File: config.mk
export PLATFORM = sky130hd
export DESIGN_NAME = rgb_to_hsv_pixel_core
export DESIGN_NICKNAME = d
export VERILOG_FILES = /design/src/rtl/rgbhsv_pkg.sv /design/src/rtl/rgbhsv_prep.sv /design/src/rtl/rgbhsv_scale.sv /design/src/rtl/rgbhsv_div_cell.sv /design/src/rtl/rgb_to_hsv_pixel_core.sv
export SDC_FILE = /design/constraint.sdc
export NUM_CORES = 1
export LEC_CHECK = 0
export ABC_AREA = 1
export BUFFER_PORTS_ARGS = -buffer_cell sky130_fd_sc_hd__buf_4
export CAP_MARGIN = 25
export CORE_ASPECT_RATIO = 2
export CORE_MARGIN = 2
export CORE_UTILIZATION = 35
export CTS_CLUSTER_DIAMETER = 120
export DETAILED_ROUTE_END_ITERATION = 8
export GPL_TIMING_DRIVEN = 0
export HOLD_SLACK_MARGIN = 0.03
export PLACE_DENSITY = 0.5
export SYNTH_ARGS = -nofsm -noshare
export SYNTH_HDL_FRONTEND = slang
export SYNTH_HIERARCHICAL = 1
export SYNTH_SLANG_ARGS = --single-unit
File: constraint.sdc
create_clock -name clk -period 9 [get_ports clk]
set_input_delay 0.9 -clock clk [delete_from_list [all_inputs] [get_ports clk]]
set_output_delay 0.9 -clock clk [all_outputs]
set_load 0.05 [all_outputs]
File: src/rtl/rgbhsv_pkg.sv
package rgbhsv_pkg;

    localparam int unsigned CHAN_W     = 8;
    localparam int unsigned NUM_W      = 11;   // hue dividend before scaling, up to 7*255
    localparam int unsigned HUE_REM_W  = 19;   // 255 * num
    localparam int unsigned HUE_DIV_W  = 11;   // 6 * span
    localparam int unsigned SAT_REM_W  = 16;   // 255 * span
    localparam int unsigned SAT_DIV_W  = 8;    // max channel
    localparam int unsigned QUOT_W     = 9;    // hue quotient reaches 297 before wrap

    typedef enum logic [1:0] {
        SEL_RED,
        SEL_GREEN,
        SEL_BLUE
    } max_sel_t;

    typedef struct packed {
        logic [CHAN_W-1:0] blue;
        logic [CHAN_W-1:0] green;
        logic [CHAN_W-1:0] red;
        logic [CHAN_W-1:0] hi;
        logic [CHAN_W-1:0] span;
        max_sel_t          sel;
    } prep_t;

    typedef struct packed {
        logic [HUE_REM_W-1:0] hue_rem;
        logic [HUE_DIV_W-1:0] hue_div;
        logic [QUOT_W-1:0]    hue_quot;
        logic [SAT_REM_W-1:0] sat_rem;
        logic [SAT_DIV_W-1:0] sat_div;
        logic [QUOT_W-1:0]    sat_quot;
        logic [CHAN_W-1:0]    brightness;
    } div_t;

endpackage

File: src/rtl/rgbhsv_prep.sv
module rgbhsv_prep (
    input  logic                                clk,
    input  logic                                rst_n,
    input  logic                                up_valid,
    output logic                                up_ready,
    input  logic [rgbhsv_pkg::CHAN_W-1:0]       blue,
    input  logic [rgbhsv_pkg::CHAN_W-1:0]       green,
    input  logic [rgbhsv_pkg::CHAN_W-1:0]       red,
    output logic                                dn_valid,
    input  logic                                dn_ready,
    output rgbhsv_pkg::prep_t                   dn_data
);

    logic              valid_reg;
    logic              valid_next;
    rgbhsv_pkg::prep_t data_reg;
    rgbhsv_pkg::prep_t data_next;
    logic [rgbhsv_pkg::CHAN_W-1:0] lo;

    assign up_ready = !valid_reg || dn_ready;

    always_comb
    begin
        data_next       = data_reg;
        data_next.blue  = blue;
        data_next.green = green;
        data_next.red   = red;
        // priority red, then green, then blue on ties
        priority if (red >= green && red >= blue)
        begin
            data_next.sel = rgbhsv_pkg::SEL_RED;
            data_next.hi  = red;
        end
        else if (green >= blue)
        begin
            data_next.sel = rgbhsv_pkg::SEL_GREEN;
            data_next.hi  = green;
        end
        else
        begin
            data_next.sel = rgbhsv_pkg::SEL_BLUE;
            data_next.hi  = blue;
        end
        lo = (red < green) ? red : green;
        lo = (lo < blue) ? lo : blue;
        data_next.span = data_next.hi - lo;
    end

    assign valid_next = up_ready ? up_valid : valid_reg;

    always_ff @(posedge clk or negedge rst_n)
    begin
        if (!rst_n)
        begin
            valid_reg <= 1'b0;
        end
        else
        begin
            valid_reg <= valid_next;
        end
    end

    always_ff @(posedge clk)
    begin
        if (up_ready && up_valid)
        begin
            data_reg <= data_next;
        end
    end

    assign dn_valid = valid_reg;
    assign dn_data  = data_reg;

endmodule

File: src/rtl/rgbhsv_scale.sv
module rgbhsv_scale (
    input  logic                   clk,
    input  logic                   rst_n,
    input  logic                   up_valid,
    output logic                   up_ready,
    input  rgbhsv_pkg::prep_t      up_data,
    output logic                   dn_valid,
    input  logic                   dn_ready,
    output rgbhsv_pkg::div_t       dn_data
);

    logic             valid_reg;
    logic             valid_next;
    rgbhsv_pkg::div_t data_reg;
    rgbhsv_pkg::div_t data_next;
    logic [rgbhsv_pkg::NUM_W-1:0]     num;
    logic [rgbhsv_pkg::NUM_W-1:0]     span_w;
    logic [rgbhsv_pkg::HUE_DIV_W-1:0] span6;

    assign up_ready = !valid_reg || dn_ready;

    always_comb
    begin
        span_w = rgbhsv_pkg::NUM_W'(up_data.span);
        span6  = rgbhsv_pkg::HUE_DIV_W'((span_w << 2) + (span_w << 1));
        unique case (up_data.sel)
            rgbhsv_pkg::SEL_RED:
                num = rgbhsv_pkg::NUM_W'(up_data.green) + span6
                      - rgbhsv_pkg::NUM_W'(up_data.blue);
            rgbhsv_pkg::SEL_GREEN:
                num = rgbhsv_pkg::NUM_W'(up_data.blue) + (span_w << 1)
                      - rgbhsv_pkg::NUM_W'(up_data.red);
            default:
                num = rgbhsv_pkg::NUM_W'(up_data.red) + (span_w << 2)
                      - rgbhsv_pkg::NUM_W'(up_data.green);
        endcase

        // x*255 = (x << 8) - x; a zero divisor is forced to 1 so the
        // zero dividend (grey or black pixel) yields a zero quotient
        data_next.hue_rem  = (rgbhsv_pkg::HUE_REM_W'(num) << 8)
                             - rgbhsv_pkg::HUE_REM_W'(num);
        data_next.hue_div  = {span6[rgbhsv_pkg::HUE_DIV_W-1:1],
                              span6[0] | (up_data.span == '0)};
        data_next.hue_quot = '0;
        data_next.sat_rem  = (rgbhsv_pkg::SAT_REM_W'(up_data.span) << 8)
                             - rgbhsv_pkg::SAT_REM_W'(up_data.span);
        data_next.sat_div  = {up_data.hi[rgbhsv_pkg::SAT_DIV_W-1:1],
                              up_data.hi[0] | (up_data.hi == '0)};
        data_next.sat_quot = '0;
        data_next.brightness = up_data.hi;
    end

    assign valid_next = up_ready ? up_valid : valid_reg;

    always_ff @(posedge clk or negedge rst_n)
    begin
        if (!rst_n)
        begin
            valid_reg <= 1'b0;
        end
        else
        begin
            valid_reg <= valid_next;
        end
    end

    always_ff @(posedge clk)
    begin
        if (up_ready && up_valid)
        begin
            data_reg <= data_next;
        end
    end

    assign dn_valid = valid_reg;
    assign dn_data  = data_reg;

endmodule

File: src/rtl/rgbhsv_div_cell.sv
// One restoring-division step for both the hue and saturation quotients.
module rgbhsv_div_cell #(
    parameter int unsigned SHIFT = 0
) (
    input  logic                   clk,
    input  logic                   rst_n,
    input  logic                   up_valid,
    output logic                   up_ready,
    input  rgbhsv_pkg::div_t       up_data,
    output logic                   dn_valid,
    input  logic                   dn_ready,
    output rgbhsv_pkg::div_t       dn_data
);

    localparam int unsigned HW = rgbhsv_pkg::HUE_REM_W + 1;
    localparam int unsigned SW = rgbhsv_pkg::SAT_REM_W + 1;

    logic             valid_reg;
    logic             valid_next;
    rgbhsv_pkg::div_t data_reg;
    rgbhsv_pkg::div_t data_next;
    logic [HW-1:0]    hue_sub;
    logic [HW-1:0]    hue_rem_w;
    logic [SW-1:0]    sat_sub;
    logic [SW-1:0]    sat_rem_w;
    logic             hue_bit;
    logic             sat_bit;

    assign up_ready = !valid_reg || dn_ready;

    always_comb
    begin
        hue_sub   = HW'(up_data.hue_div) << SHIFT;
        hue_rem_w = HW'(up_data.hue_rem);
        hue_bit   = hue_rem_w >= hue_sub;
        sat_sub   = SW'(up_data.sat_div) << SHIFT;
        sat_rem_w = SW'(up_data.sat_rem);
        sat_bit   = sat_rem_w >= sat_sub;

        data_next          = up_data;
        data_next.hue_rem  = hue_bit ? rgbhsv_pkg::HUE_REM_W'(hue_rem_w - hue_sub)
                                     : up_data.hue_rem;
        data_next.hue_quot = {up_data.hue_quot[rgbhsv_pkg::QUOT_W-2:0], hue_bit};
        data_next.sat_rem  = sat_bit ? rgbhsv_pkg::SAT_REM_W'(sat_rem_w - sat_sub)
                                     : up_data.sat_rem;
        data_next.sat_quot = {up_data.sat_quot[rgbhsv_pkg::QUOT_W-2:0], sat_bit};
    end

    assign valid_next = up_ready ? up_valid : valid_reg;

    always_ff @(posedge clk or negedge rst_n)
    begin
        if (!rst_n)
        begin
            valid_reg <= 1'b0;
        end
        else
        begin
            valid_reg <= valid_next;
        end
    end

    always_ff @(posedge clk)
    begin
        if (up_ready && up_valid)
        begin
            data_reg <= data_next;
        end
    end

    assign dn_valid = valid_reg;
    assign dn_data  = data_reg;

endmodule

File: src/rtl/rgb_to_hsv_pixel_core.sv
// Stages: 11 register stages (2 front stages plus one per quotient bit through
// 9 division cells); hsv_valid comes from the last cell's valid register.
// Throughput: one item per cycle while hsv_ready is high; every stage advances whenever its
// successor is empty or being drained, so stalls back up stage by stage.
// Reset: rst_n clears all stage valid flags asynchronously; data is unreset.
module rgb_to_hsv_pixel_core (
    input  logic                              clk,
    input  logic                              rst_n,
    input  logic                              pixel_valid,
    output logic                              pixel_ready,
    input  logic [rgbhsv_pkg::CHAN_W-1:0]     blue,
    input  logic [rgbhsv_pkg::CHAN_W-1:0]     green,
    input  logic [rgbhsv_pkg::CHAN_W-1:0]     red,
    output logic                              hsv_valid,
    input  logic                              hsv_ready,
    output logic [rgbhsv_pkg::CHAN_W-1:0]     hue,
    output logic [rgbhsv_pkg::CHAN_W-1:0]     saturation,
    output logic [rgbhsv_pkg::CHAN_W-1:0]     brightness
);

    localparam int unsigned NCELL = rgbhsv_pkg::QUOT_W;

    logic              prep_valid;
    logic              prep_ready;
    rgbhsv_pkg::prep_t prep_data;

    logic             chain_valid [NCELL+1];
    logic             chain_ready [NCELL+1];
    rgbhsv_pkg::div_t chain_data  [NCELL+1];

    rgbhsv_prep u_prep (
        .clk      (clk),
        .rst_n    (rst_n),
        .up_valid (pixel_valid),
        .up_ready (pixel_ready),
        .blue     (blue),
        .green    (green),
        .red      (red),
        .dn_valid (prep_valid),
        .dn_ready (prep_ready),
        .dn_data  (prep_data)
    );

    rgbhsv_scale u_scale (
        .clk      (clk),
        .rst_n    (rst_n),
        .up_valid (prep_valid),
        .up_ready (prep_ready),
        .up_data  (prep_data),
        .dn_valid (chain_valid[0]),
        .dn_ready (chain_ready[0]),
        .dn_data  (chain_data[0])
    );

    // quotient bits are resolved MSB first, one per cell
    for (genvar k = 0; k < NCELL; k++)
    begin : g_cell
        rgbhsv_div_cell #(
            .SHIFT (NCELL - 1 - k)
        ) u_cell (
            .clk      (clk),
            .rst_n    (rst_n),
            .up_valid (chain_valid[k]),
            .up_ready (chain_ready[k]),
            .up_data  (chain_data[k]),
            .dn_valid (chain_valid[k+1]),
            .dn_ready (chain_ready[k+1]),
            .dn_data  (chain_data[k+1])
        );
    end

    assign hsv_valid          = chain_valid[NCELL];
    assign chain_ready[NCELL] = hsv_ready;
    // hue wraps mod 256
    assign hue        = chain_data[NCELL].hue_quot[rgbhsv_pkg::CHAN_W-1:0];
    assign saturation = chain_data[NCELL].sat_quot[rgbhsv_pkg::CHAN_W-1:0];
    assign brightness = chain_data[NCELL].brightness;

endmodule

==> metrics.md <==
| Metric | Value |
|---|---|
| Status | finished, final reports clean |
| Post-DR wirelength/cell | approximately 15 µm |
| Final GP Congestion | around 0.88 |
| DP Wirelength | about 75000 µm |
| Power density cells | 391 nW/µm² |
| Final net count | approximately 5000 |
| Congestion Overflow GR | 0 |
| Net Count, Synth | a little under 5000 |
| Critical Path End Type | flip-flop |
| RR Startpoint | u_prep/dn_data[4] |
| Most Frequent Cell on Critical Path | inv_1 |
| Via count | between 20000 and 30000 |
| Max Slew Vio Count | 0 |
| Netlist Area Pre-Place | 40700 µm² |
| Fin util | 39.6% |
| Initial antenna violation count | 0 |
| GRT Total Usage | 15.9% |
| Crit path DAT | 6.33 ns |
| Die height | 486 µm |
| Port buffer count | between 50 and 60 |
| # clock sinks | between 600 and 700 |
| Filler cell count | approximately 11000 |
| Vias in the first global route | approximately 29000 |
| Share of cells above drive strength 1 | about a tenth |
| Worst Skew | 0.0292 ns |
| CP max stage cell | xor2_1 |
| CTS tree | done |
| Fmax achieved | 0.169 GHz |
| H-tree Lvls | 3 |
| Core Box Area | around 120000 µm² |
| Die ar. | approximately 120000 µm² |
| Syn Inst Count | approximately 4500 |
| Clk root buf | clkbuf_16 |
| Final setup TNS | 0 ns |
| Num CTS Buffers | 72 |
| Final Hold Fails | 0 |
| Iter 0 DRT Violations | between 1500 and 2000 |
| Worst Path Max Fanout | 6 |
| Worst setup SP type | flip-flop |
| Endpoints failing setup | 0 |
| I/O pin total | 54 |
| First-pass GRT wire length | 151000 µm |
| Hold crit path type | reg -> reg |
| Worst Min Path Start | g_cell[2].u_cell/dn_data[42] |
| Num rows | around 180 |
| Critical path type | reg -> reg |
| RSZ-0062 raised after global routing | no |
| Minimum clock period | around 5.9 ns |
| Post-CTS Setup Inserts | 0 |
| Warnings from Yosys | 6 |
| Worst-Margin Slew | about 0.93 ns |
| Routed Wire Length | 93300 µm |
| Setup crit start | u_prep/dn_data[4] |
| Die Wd | about 250 µm |
| Flop-to-flop setup slack | between 3 and 4 ns |
| Worst Path Required | ~9.4 ns |
| Via density | 4.64 |
| Ant diodes | 0 |
| Max capacitance violation total | 0 |
| Later-pin clock latency in the skew report | around 0.67 ns |
| VDD IR-drop max | 0.000260 V |
| Synthesized area per cell | approximately 9 µm² |
| Antenna Violating Nets Remaining | 0 |
| Initial core utilization | between 30% and 40% |
| Drt drc | 0 |
| Largest net degree at the start of global routing | 33 |
| Layout area overhead | 12.7% |
| Buffers from clock root to sink, at most | 3 |
| CP peak stage delay | 0.53 ns |
| CTS clk-pin slew, worst paths | about 0.06 ns |
| Period utilization | between 60% and 70% |
| Leak | approximately 21 nW |
| Drt pass-1 iters | 5 |
| Max_slew headroom | roughly 38% |
| Hold Slack | roughly 0.4 ns |
-- flip-flops by register name, indices dropped and copies added (netlist names) --
signal                  cells
g_cell.u_cell/dn_data     576
u_scale/dn_data            53
u_prep/dn_data             42
g_cell.u_cell/dn_valid      9
u_prep/dn_valid             1
u_scale/dn_valid            1
-- final cells by class --
| class | count | area, µm² | area share [%] |
|---|---|---|---|
| Buffer | 46 | 444 | 0.968 |
| Tap cell | 1521 | 1900 | 4.15 |
| Clock buffer | 90 | 1900 | 4.14 |
| Clock inverter | 41 | 413 | 0.899 |
| Multi-Input combinational cell | 2945 | 16800 | 36.6 |
| Timing Repair Buffer | 75 | 853 | 1.86 |
| Sequential cell | 682 | 20400 | 44.5 |
| Inverter | 844 | 3170 | 6.91 |
-- routing by layer --
metal  wire length [µm]  share of wire (%)  track usage, %  up-vias
met5                  0                  0               0        -
met1              41700                 45            20.3    13400
met4               2110                2.3            4.61        0
li1                   -                  -               -    15000
met3               3270                3.5            2.10      123
met2              46200                 50            27.8      469
-- cells in the final DEF (no fill, tap or decap), types with 25 or more instances in the layout --
master	count
ha_1	262
nor2_1	276
nand2_2	60
edfxtp_1	671
xnor2_1	26
nor2_2	25
xor2_1	80
fa_1	42
buf_4	67
o21ai_0	43
inv_1	814
nor3_1	30
a21oi_1	132
nand4_1	110
a21oi_2	28
nand2_1	1372
clkbuf_16	72
inv_2	27
nand3_1	291
-- worst max-delay path, delay by kind of cell (launching register included) --
| family | cells | cell delay [ns] |
|---|---|---|
| AO/OA/AOI/OAI | 3 | 0.57 |
| XOR/XNOR | 1 | 0.53 |
| adder cells (fa/ha/maj) | 4 | 1.56 |
| buffers and inverters | 7 | 0.93 |
| flip-flops | 1 | 0.51 |
| AND/OR/NAND/NOR | 13 | 1.53 |
-- power by group --
| part | total, mW | internal [mW] | switching [mW] |
|---|---|---|---|
| Combinational | 9.18 | 3.23 | 5.96 |
| Clock | 2.93 | 1.66 | 1.27 |
| Sequential | 5.82 | 5.13 | 0.688 |
-- path summary, 6_finish.rpt --
check                                                    end  depth (start not counted)
worst min-delay path            g_cell[3].u_cell/dn_data[43]                          0
min in group asynchronous                    u_prep/dn_valid                          2
worst max register to register           u_scale/dn_data[78]                         28
worst min register to register  g_cell[3].u_cell/dn_data[43]                          0
max in group asynchronous          g_cell[7].u_cell/dn_valid                          2
worst max-delay path                     u_scale/dn_data[78]                         28
-- repair_timing --
action,4_1_cts,5_1_grt
endpoints found under the hold margin,11,0
setup endpoints to repair,0,0
hold buffers,1,0
resized for setup,0,0
-- stage by stage --
stage	std cells	setup slack (ns)	power, mW	area, µm²
finish	6244	3.07	17.9	45900
CTS	6244	3.08	18.1	45900
floorplan	4517	3.69	12.6	40700
global route	6244	2.67	19.6	45900
global placement	6091	1.46	15.0	43000
detailed placement	6112	3.13	15.1	43600
Power figures use the tool's default switching activity.
